## src/rtl/esd_pkg.sv

```systemverilog
// esd_pkg: shared types for the escape sequence decoder
// decode mode, result word and push bundle between decode and output queue
// no dependencies
package esd_pkg;

  typedef enum logic [1:0] {
    MODE_TEXT = 2'd0,
    MODE_ESC  = 2'd1,
    MODE_HEX  = 2'd2,
    MODE_DEC  = 2'd3
  } mode_e;

  typedef struct packed {
    logic [15:0] length;
    logic        last;
    logic        has_byte;
    logic [7:0]  data;
  } result_t;

  // up to two result words produced by one input word
  typedef struct packed {
    logic [1:0] n;
    result_t    r1;
    result_t    r0;
  } push_t;

endpackage

```

## src/rtl/esd_decode.sv

```systemverilog
// esd_decode: escape decode state and per-word result generation
// produces up to two result words per accepted input word
// depends on esd_pkg
module esd_decode import esd_pkg::*; #(
  parameter int unsigned LENGTH_MAX = 65535
) (
  input  logic       clk_i,
  input  logic       rst_ni,
  input  logic       accept_i,
  input  logic [7:0] byte_i,
  output push_t      push_o
);

  localparam logic [15:0] CountCap = (LENGTH_MAX < 65535) ? LENGTH_MAX[15:0] : 16'hFFFF;

  localparam logic [7:0] ChNul    = 8'h00;
  localparam logic [7:0] ChBslash = 8'h5C;
  localparam logic [7:0] ChZero   = 8'h30;
  localparam logic [7:0] ChNine   = 8'h39;
  localparam logic [7:0] ChX      = 8'h78;
  localparam logic [7:0] ChT      = 8'h74;
  localparam logic [7:0] ChN      = 8'h6E;
  localparam logic [7:0] ChR      = 8'h72;
  localparam logic [7:0] ChB      = 8'h62;
  localparam logic [7:0] ChF      = 8'h66;
  localparam logic [7:0] ChA      = 8'h61;
  localparam logic [7:0] ChUpA    = 8'h41;
  localparam logic [7:0] ChUpF    = 8'h46;
  localparam logic [7:0] ChLoF    = 8'h66;

  localparam logic [7:0] CodeTab  = 8'h09;
  localparam logic [7:0] CodeLf   = 8'h0A;
  localparam logic [7:0] CodeCr   = 8'h0D;
  localparam logic [7:0] CodeBs   = 8'h08;
  localparam logic [7:0] CodeFf   = 8'h0C;
  localparam logic [7:0] CodeBel  = 8'h07;

  mode_e       mode_q, mode_d;
  logic [7:0]  value_q, value_d;
  logic [1:0]  count_q, count_d;
  logic [15:0] bytes_q, bytes_d;

  logic        is_dec, is_hex;
  logic [3:0]  dec_d, hex_d;
  logic [7:0]  hex_acc, dec_acc;
  logic        k0_byte, k0_end, k1_byte, k1_end;
  logic [7:0]  b0, b1;
  logic [15:0] len0, len1;

  function automatic logic [15:0] sat_inc(input logic [15:0] v);
    sat_inc = (v < CountCap) ? v + 16'd1 : v;
  endfunction

  assign is_dec = (byte_i >= ChZero) && (byte_i <= ChNine);
  assign dec_d  = byte_i[3:0];

  always_comb begin
    is_hex = 1'b1;
    hex_d  = 4'd0;
    if (is_dec) begin
      hex_d = byte_i[3:0];
    end else if ((byte_i >= ChUpA) && (byte_i <= ChUpF)) begin
      hex_d = byte_i[3:0] + 4'd9;
    end else if ((byte_i >= ChA) && (byte_i <= ChLoF)) begin
      hex_d = byte_i[3:0] + 4'd9;
    end else begin
      is_hex = 1'b0;
    end
  end

  assign hex_acc = {value_q[3:0], hex_d};
  assign dec_acc = {value_q[4:0], 3'b000} + {value_q[6:0], 1'b0} + {4'b0000, dec_d};

  // next state
  always_comb begin
    mode_d  = mode_q;
    value_d = value_q;
    count_d = count_q;
    case (mode_q)
      MODE_TEXT: begin
        if (byte_i == ChBslash) mode_d = MODE_ESC;
      end
      MODE_ESC: begin
        mode_d = MODE_TEXT;
        if (byte_i == ChX) begin
          mode_d  = MODE_HEX;
          value_d = 8'd0;
          count_d = 2'd0;
        end else if (is_dec) begin
          mode_d  = MODE_DEC;
          value_d = {4'b0000, dec_d};
          count_d = 2'd1;
        end
      end
      MODE_HEX: begin
        if (is_hex) begin
          value_d = hex_acc;
          count_d = count_q + 2'd1;
          mode_d  = (count_q == 2'd1) ? MODE_TEXT : MODE_HEX;
        end else begin
          mode_d = (byte_i == ChBslash) ? MODE_ESC : MODE_TEXT;
        end
      end
      MODE_DEC: begin
        if (is_dec) begin
          value_d = dec_acc;
          count_d = count_q + 2'd1;
          mode_d  = (count_q == 2'd2) ? MODE_TEXT : MODE_DEC;
        end else begin
          mode_d = (byte_i == ChBslash) ? MODE_ESC : MODE_TEXT;
        end
      end
      default: mode_d = MODE_TEXT;
    endcase
    if (byte_i == ChNul) begin
      mode_d  = MODE_TEXT;
      value_d = 8'd0;
      count_d = 2'd0;
    end
  end

  // results
  always_comb begin
    k0_byte = 1'b0;
    k0_end  = 1'b0;
    k1_byte = 1'b0;
    k1_end  = 1'b0;
    b0      = 8'd0;
    b1      = 8'd0;
    case (mode_q)
      MODE_TEXT: begin
        if (byte_i == ChNul) begin
          k0_end = 1'b1;
        end else if (byte_i != ChBslash) begin
          k0_byte = 1'b1;
          b0      = byte_i;
        end
      end
      MODE_ESC: begin
        if (byte_i == ChNul) begin
          k0_byte = 1'b1;
          k1_end  = 1'b1;
        end else if ((byte_i != ChX) && !is_dec) begin
          k0_byte = 1'b1;
          case (byte_i)
            ChT:     b0 = CodeTab;
            ChN:     b0 = CodeLf;
            ChR:     b0 = CodeCr;
            ChB:     b0 = CodeBs;
            ChF:     b0 = CodeFf;
            ChA:     b0 = CodeBel;
            default: b0 = byte_i;
          endcase
        end
      end
      MODE_HEX, MODE_DEC: begin
        if ((mode_q == MODE_HEX) ? is_hex : is_dec) begin
          if ((mode_q == MODE_HEX) ? (count_q == 2'd1) : (count_q == 2'd2)) begin
            k0_byte = 1'b1;
            b0      = (mode_q == MODE_HEX) ? hex_acc : dec_acc;
          end
        end else begin
          // flush pending escape, then take the word as plain text
          k0_byte = 1'b1;
          b0      = ((mode_q == MODE_HEX) && (count_q == 2'd0)) ? ChX : value_q;
          if (byte_i == ChNul) begin
            k1_end = 1'b1;
          end else if (byte_i != ChBslash) begin
            k1_byte = 1'b1;
            b1      = byte_i;
          end
        end
      end
      default: k0_byte = 1'b0;
    endcase
  end

  assign len0    = k0_byte ? sat_inc(bytes_q) : bytes_q;
  assign len1    = k1_byte ? sat_inc(len0) : len0;
  assign bytes_d = (k0_end || k1_end) ? 16'd0 : len1;

  always_comb begin
    push_o.r0 = '{length: len0, last: k0_end, has_byte: k0_byte, data: b0};
    push_o.r1 = '{length: len1, last: k1_end, has_byte: k1_byte, data: b1};
    push_o.n  = 2'd0;
    if (accept_i) begin
      push_o.n = {1'b0, k0_byte | k0_end} + {1'b0, k1_byte | k1_end};
    end
  end

  always_ff @(posedge clk_i or negedge rst_ni) begin
    if (!rst_ni) begin
      mode_q  <= MODE_TEXT;
      value_q <= 8'd0;
      count_q <= 2'd0;
      bytes_q <= 16'd0;
    end else if (accept_i) begin
      mode_q  <= mode_d;
      value_q <= value_d;
      count_q <= count_d;
      bytes_q <= bytes_d;
    end
  end

  a_end_clears: assert property (@(posedge clk_i) disable iff (!rst_ni)
    (accept_i && (byte_i == ChNul)) |=> ((bytes_q == 16'd0) && (mode_q == MODE_TEXT)))
    else $error("terminator did not clear decode state");

  a_pair_order: assert property (@(posedge clk_i) disable iff (!rst_ni)
    (push_o.n == 2'd2) |-> (push_o.r0.has_byte && !push_o.r0.last))
    else $error("end marker not last in result pair");

  a_len_cap: assert property (@(posedge clk_i) disable iff (!rst_ni)
    bytes_q <= CountCap)
    else $error("byte count above cap");

endmodule

```

## src/rtl/esd_out_queue.sv

```systemverilog
// esd_out_queue: four-word result queue, up to two writes and one read per cycle
// separates the decoder from output stalls
// depends on esd_pkg
module esd_out_queue import esd_pkg::*; (
  input  logic    clk_i,
  input  logic    rst_ni,
  input  push_t   push_i,
  output logic    room_o,
  output logic    valid_o,
  input  logic    ready_i,
  output result_t data_o
);

  localparam int Depth = 4;
  localparam int PtrW  = $clog2(Depth);
  localparam int CntW  = $clog2(Depth + 1);

  result_t         mem_q [Depth];
  logic [PtrW-1:0] wr_q, rd_q;
  logic [CntW-1:0] count_q, count_d;
  logic            pop;

  assign valid_o = count_q != '0;
  assign room_o  = count_q <= CntW'(Depth - 2);
  assign pop     = valid_o && ready_i;
  assign data_o  = mem_q[rd_q];
  assign count_d = count_q + CntW'(push_i.n) - CntW'(pop);

  always_ff @(posedge clk_i or negedge rst_ni) begin
    if (!rst_ni) begin
      wr_q    <= '0;
      rd_q    <= '0;
      count_q <= '0;
    end else begin
      wr_q    <= wr_q + PtrW'(push_i.n);
      rd_q    <= rd_q + PtrW'(pop);
      count_q <= count_d;
    end
  end

  always_ff @(posedge clk_i) begin
    if (push_i.n != 2'd0) mem_q[wr_q] <= push_i.r0;
    if (push_i.n == 2'd2) mem_q[wr_q + PtrW'(1)] <= push_i.r1;
  end

  a_no_overflow: assert property (@(posedge clk_i) disable iff (!rst_ni)
    count_q <= CntW'(Depth))
    else $error("result queue overflow");

  a_push_room: assert property (@(posedge clk_i) disable iff (!rst_ni)
    (push_i.n != 2'd0) |-> room_o)
    else $error("push without room");

endmodule

```

## src/rtl/escape_sequence_decoder.sv

```systemverilog
// escape_sequence_decoder: backslash escape decoder, top level
// input slave stream of text bytes, output master stream of decoded words
// depends on esd_pkg, esd_decode, esd_out_queue
//
// One text byte per input word on s_axis; a zero byte ends the string.
// Each decoded byte leaves on m_axis with tuser high and the running
// length in tdata; the terminator gives a word with tuser low, tlast high
// and the total length, which saturates at LENGTH_MAX (at most 65535).
// An input word is decoded in the cycle it is accepted; its results are
// written into the output queue, which feeds m_axis. Throughput is one
// input word per cycle while the queue has room. A flushed hex or decimal
// escape followed by any byte but a backslash, and a backslash before the
// terminator, give two output words, which drain one per cycle through a
// four-word queue while the receiver is ready.
// s_axis_tready drops while fewer than two queue slots are free, so a
// stalled receiver fills the queue and then holds off the sender.
// Reset empties the queue and returns the decoder to plain text with a
// length of zero.
module escape_sequence_decoder import esd_pkg::*; #(
  parameter int unsigned LENGTH_MAX = 65535
) (
  input  logic        clk_i,
  input  logic        rst_ni,
  input  logic        s_axis_tvalid,
  output logic        s_axis_tready,
  input  logic [7:0]  s_axis_tdata,  // in_byte
  output logic        m_axis_tvalid,
  input  logic        m_axis_tready,
  output logic [23:0] m_axis_tdata,  // out_byte [7:0], out_length [23:8]
  output logic        m_axis_tuser,  // has_byte
  output logic        m_axis_tlast   // out_last
);

  push_t   push;
  result_t head;
  logic    accept;

  assign accept = s_axis_tvalid && s_axis_tready;

  esd_decode #(
    .LENGTH_MAX(LENGTH_MAX)
  ) u_decode (
    .clk_i   (clk_i),
    .rst_ni  (rst_ni),
    .accept_i(accept),
    .byte_i  (s_axis_tdata),
    .push_o  (push)
  );

  esd_out_queue u_queue (
    .clk_i  (clk_i),
    .rst_ni (rst_ni),
    .push_i (push),
    .room_o (s_axis_tready),
    .valid_o(m_axis_tvalid),
    .ready_i(m_axis_tready),
    .data_o (head)
  );

  assign m_axis_tdata = {head.length, head.data};
  assign m_axis_tuser = head.has_byte;
  assign m_axis_tlast = head.last;

endmodule

```

## config.mk

```make
export PLATFORM = sky130hd
export DESIGN_NAME = escape_sequence_decoder
export DESIGN_NICKNAME = d
export VERILOG_FILES = /design/src/rtl/esd_pkg.sv /design/src/rtl/esd_decode.sv /design/src/rtl/esd_out_queue.sv /design/src/rtl/escape_sequence_decoder.sv
export SDC_FILE = /design/constraint.sdc
export NUM_CORES = 1
export LEC_CHECK = 0
export BUFFER_PORTS_ARGS = -buffer_cell sky130_fd_sc_hd__buf_2
export CAP_MARGIN = 20
export CORE_MARGIN = 1.5
export CORE_UTILIZATION = 50
export CTS_BUF_LIST = sky130_fd_sc_hd__clkbuf_8
export CTS_CLUSTER_SIZE = 16
export DETAILED_ROUTE_END_ITERATION = 12
export HOLD_SLACK_MARGIN = 0.08
export PLACE_DENSITY = 0.77
export SETUP_SLACK_MARGIN = 0.15
export SKIP_LAST_GASP = 1
export SLEW_MARGIN = 20
export SYNTH_ARGS = -nofsm -noshare
export SYNTH_HDL_FRONTEND = slang
export SYNTH_HIERARCHICAL = 1
export SYNTH_SLANG_ARGS = --single-unit
```

## constraint.sdc

```tcl
create_clock -name clk_i -period 6.8 [get_ports clk_i]
set_clock_uncertainty 0.2 [all_clocks]
set_input_delay 1.02 -clock clk_i [delete_from_list [all_inputs] [get_ports clk_i]]
set_output_delay 1.02 -clock clk_i [all_outputs]
set_load 0.1 [all_outputs]
```

* Word level (Yosys, flattened, before mapping)
Memories as Yosys holds them, arrays and structs flattened.
Cells that the tools add are included.
Widths: inputs -> output; s select.
** Cells by class
- Add/sub/neg operators :: 12
- $mul :: 0
- Divide/modulo/power cells :: 0
- Magnitude comparators :: 9
- Equal/unequal tests :: 20
- Shift-type cells :: 0
- Multiplexer cells :: 65
- Bitwise operators :: 2
- Reductions and logical operators :: 18
** Operators with widths (number)
- $mux 8 :: 15
- $mux 16 :: 5
- $eq 8x7->1 const B :: 8
- $pmux 8 s3 :: 2
- $pmux 8 s6 :: 1
- $add 16x1->16 const B :: 2
- $lt 16x16->1 const B :: 2
- $mux 2 :: 14
- $mux 1 :: 21
- $ge 8x7->1 const B :: 2
- $le 8x7->1 const B :: 2
- $ne 8x7->1 const B :: 2
- $mux 4 :: 3
- $ne 3x1->1 const B :: 3
- $add 8x4->8 :: 1
- $add 8x8->8 :: 1
- $eq 2x2->1 const B :: 4
- $ge 8x6->1 const B :: 1
- $le 8x6->1 const B :: 1
- $logic_not 8->1 :: 1
- $pmux 2 s4 :: 1
- $logic_and 1x1->1 :: 7
- $pmux 2 s3 :: 1
- $reduce_and 5->1 :: 1
- other kinds (21) :: 25
** Storage, ports and cells
- Register bits after elaboration :: 35
- Latch bits :: 0
- Memory bits (writable) :: 104
- Memory bits (read-only) :: 0
- Input bits :: 12
- Output and inout port bits :: 28
- Word-level logic and storage cells :: 134
- Memories :: 1
** Memory list
- u_queue.mem_q :: words 4, width 26, read ports 1, clocked after Yosys merged registers in 0, wr ports 2, RTL line esd_out_queue.sv:18 : result_t mem_q [Depth];

* Logic depth before layout (Yosys ltp)
- Depth in word-level cells :: 14
- Mapped depth :: 20
- Depth with buffers taken out :: 16

* By module
Netlist, hierarchy kept.
** Modules (own cells, without submodules)
- esd_out_queue :: instances 1, cells an instance 297, area an instance 5485.3 µm², seq. area each 3298.2 µm²
- esd_decode :: instances 1, cells an instance 499, area an instance 3678.5 µm², seq. area each 700.7 µm²
- escape_sequence_decoder :: instances 1, cells an instance 1, area an instance 6.3 µm², seq. area each 0.0 µm²

* Worst setup path after synthesis
Ideal clock, no wire load.
- Path type :: input to register
- Start point :: input port s_axis_tdata[0]
- End point :: memory u_queue/mem_q[2][0] in the netlist's numbering (enable)
- Library setup time :: 418 ps
- Arrival time :: 5194 ps
- Required time :: 6182 ps
- Setup slack :: 988 ps
- Cell stages on the path :: 14
- Path buffers :: 3
- Cell sequence :: clkbuf_1 inv_1 ha_1 o21bai_1 a2111o_1 buf_4 a211oi_4 nor3_1 or2_2 ha_1 and2_1 buf_2 or3b_2 a21oi_1
** RTL lines
- start: declaration :: RTL line escape_sequence_decoder.sv:26 : input logic [7:0] s_axis_tdata,
- end: declaration :: RTL line esd_out_queue.sv:18

==> flow_metrics.py <==
metrics = {
    "synthesis": {
        "yosys-top-cells-count": "106 x mux2_2, 104 x edfxtp_1, 58 x nand2_1",
        "yosys.cell_types.count": 79,
        "synth_nets": 836,
        "syn_area_um2": 9170,
        "synth_cells": 797,
        "synth.top_cell.area_share": 0.3406,
        "synth_flop_cell": "edfxtp_1",
        "synth_seq_area_share": 0.4361,
        "synthTopCellsByArea": "edfxtp_1 34%, mux2_2 13%, dfrtp_1 9.6%, mux4_2 6.4%, ha_1 3.3%",
        "avgSynthCellArea_um2": 11.51,
        "yosys_warnings": 6,
        "synth-edff-count": 104,
        "ys_seq_elements": 139,
        "yosysMostFrequentCell": "mux2_2",
        "yosysTopAreaCell": "edfxtp_1",
        "synthArstFlopShare": 0.2518,
    },
    "final_layout": {
        "fill_cells": 1545,
        "final_cell_area_um2": 9859,
        "final_util": 0.5489,
        "drive_above_1_share": 0.2880,
        "area_growth_syn_to_layout_pct": 7.518,
        "final_nets": 849,
        "multi_input_area_um2": 4772,
        "insertedDiodeCount": 0,
        "seq_area_um2": 4000,
    },
    "route": {
        "wl_per_cell_um": 19.71,
        "wl_mm": 20.74,
        "routed-via-count": 6420,
        "antenna_left": 0,
        "via_per_inst": 6.103,
        "drt-pass1-iter-count": 7,
        "drt_iter0_drc": 578,
        "drc": 0,
    },
    "critical_path": {
        "startpoint_type": "primary input",
        "critPathLaunch": "s_axis_tdata[1]",
        "arrival_ns": 5.28,
        "worstSetupEndpointType": "flop",
        "critPathKind": "in -> reg",
        "critPathMaxFanout": 20,
        "r2r_start": "u_decode/mode_q[1]",
        "required_ns": 6.80,
    },
    "global_routing": {
        "antenna_found_initial": 0,
        "grt_max_degree": 36,
        "grt_pass1_vias": 6295,
        "grt.total_usage": 0.2216,
        "grt_pass1_wl_mm": 33.60,
        "grt_overflow": 0,
    },
    "sta": {
        "timing.slew.headroom": 0.3259,
        "slew_viol_final": 0,
        "fin_crit_sh": 0.7760,
        "final_hold_viol_count": 0,
        "tightest_slew_ns": 1.011,
        "max_freq_ghz": 0.1895,
        "setup-violations-final": 0,
        "tns_ns": 0,
        "fin_crit_ns": 5.277,
        "rsz0062_at_grt": "no",
    },
    "status": {
        "status": "finished, final reports clean",
    },
    "pwr": {
        "ir_drop_mv": 0.3664,
        "power_leakage_nw": 3.675,
        "power_density_nw_per_um2": 387.7,
    },
    "clocking": {
        "htreeDepth": 4,
        "ctsHoldBuffers": 0,
        "path_clk_slew_ns": 0.08,
        "clkSinkCount": 139,
        "numCtsBuffers": 17,
        "cts_setup_buffers": 0,
        "cts_resized": 0,
        "clock_latency_ns": 0.46,
        "cts_tree": "done",
        "cts_buffer_depth": 2,
        "cts.root.buffer_cell": "clkbuf_8",
    },
    "die": {
        "start_util": 0.5105,
        "fp-row-count": 49,
        "io-pin-count": 40,
        "die_height_um": 138.4,
        "core_area_um2": 17960,
        "dieArea_um2": 19160,
        "die_x_um": 138.4,
    },
    "place": {
        "placed_area_um2": 9468,
        "place_hpwl_mm": 14.02,
        "place_congestion": 0.9569,
        "portBuffers": 39,
    },
    "hold_path": {
        "hp-class": "reg -> reg",
        "hp-start": "u_decode/value_q[7]",
    },
    "flow_run": {
        "cap_violations": 0,
    },
}
-- state kept, by name, summed over array words and instances, names as in the netlist --
signal            cells
u_queue/wr_q          2
u_decode/count_q      2
u_queue/mem_q       104
u_queue/rd_q          2
u_queue/count_q       3
u_decode/bytes_q     16
u_decode/value_q      8
u_decode/mode_q       2
-- worst paths after layout --
check / slack [ns] / to / cells after the start
max in group asynchronous: 5.35 / u_queue/rd_q[0] / 1
min in group asynchronous: 0.46 / u_decode/value_q[1] / 1
worst max register to register: 1.59 / u_queue/mem_q[3][17] / 14
worst max-delay path: 1.52 / u_queue/mem_q[1][9] / 13
worst min register to register: 0.30 / u_decode/value_q[7] / 2
worst min-delay path: 0.30 / u_decode/value_q[7] / 2
-- final cells by class --
class / instances / share of cell area
clock buffer: 17 / 0.02373
clock inverter: 15 / 0.01510
inverter: 34 / 0.01294
multi-input combinational: 568 / 0.4840
sequential: 139 / 0.4057
tap: 229 / 0.02906
timing repair buffer: 50 / 0.02944
-- cell usage in the layout, fill, tap and decap left out, types with 6 or more instances in the layout --
| cell | count |
|---|---|
| o21ai_0 | 34 |
| and2_1 | 12 |
| buf_2 | 39 |
| o31ai_1 | 7 |
| mux2i_1 | 12 |
| clkbuf_8 | 17 |
| nor3b_1 | 6 |
| nor2_1 | 46 |
| nand4_1 | 13 |
| ha_1 | 24 |
| a21oi_1 | 21 |
| xnor2_1 | 29 |
| mux2_2 | 106 |
| xor2_1 | 8 |
| nand2_1 | 58 |
| buf_4 | 10 |
| dfrtp_1 | 34 |
| nand3_1 | 18 |
| nor4_1 | 6 |
| edfxtp_1 | 104 |
| a31o_1 | 9 |
| nor2b_1 | 14 |
| inv_1 | 34 |
| mux4_2 | 26 |
| nor3_1 | 11 |
-- metrics by stage --
stage | cells | total power, W | setup WS (ns) | hold WS (ns)
floorplan | 797 | 0.002848 | 0.9883 | 0.2404
global placement | 1020 | 0.003152 | 1.044 | 0.2772
detailed placement | 1020 | 0.003181 | 0.9088 | 0.2785
CTS | 1052 | 0.003844 | 1.384 | 0.3001
global route | 1052 | 0.004014 | 1.207 | 0.3468
finish | 1052 | 0.003823 | 1.523 | 0.3043
-- power breakdown --
part,leakage (nW),switching [W],internal (W)
clock,0.191,0.000336,0.000325
combinational,2.06,0.00133,0.000539
sequential,1.42,0.000171,0.00112
total,3.68,0.00184,0.00198
-- kinds of logic after synthesis --
| kind of cell | after synthesis | synth area share |
|---|---|---|
| adders and majority gates | 27 | 0.03930 |
| AOI/OAI and AO/OA | 129 | 0.09606 |
| buffers and inverters | 90 | 0.04584 |
| and+or+nand+nor | 228 | 0.1362 |
| muxes | 147 | 0.2112 |
| xor gates and xnor gates | 37 | 0.03534 |
| DFF | 139 | 0.4361 |
-- metal layers --
layer	up-vias	global-route usage	share of wire
li1	3030	-	-
met1	3158	0.3088	0.46
met2	204	0.3480	0.47
met3	28	0.04641	0.056
met4	0	0.07202	0.017
met5	-	0	0
-- worst max-delay path: stages --
cell and delay [ns]:
buf_2 0.17, inv_1 0.11, ha_1 0.23, or3b_1 0.43, nand4_1 0.22, a211oi_4 0.11
nor3_1 0.78, or2_2 0.25, ha_1 0.22, and2_1 0.29, nor4b_4 0.61, buf_4 0.44
mux2_2 0.39
No activity file was read; power rests on OpenSTA's default activity.
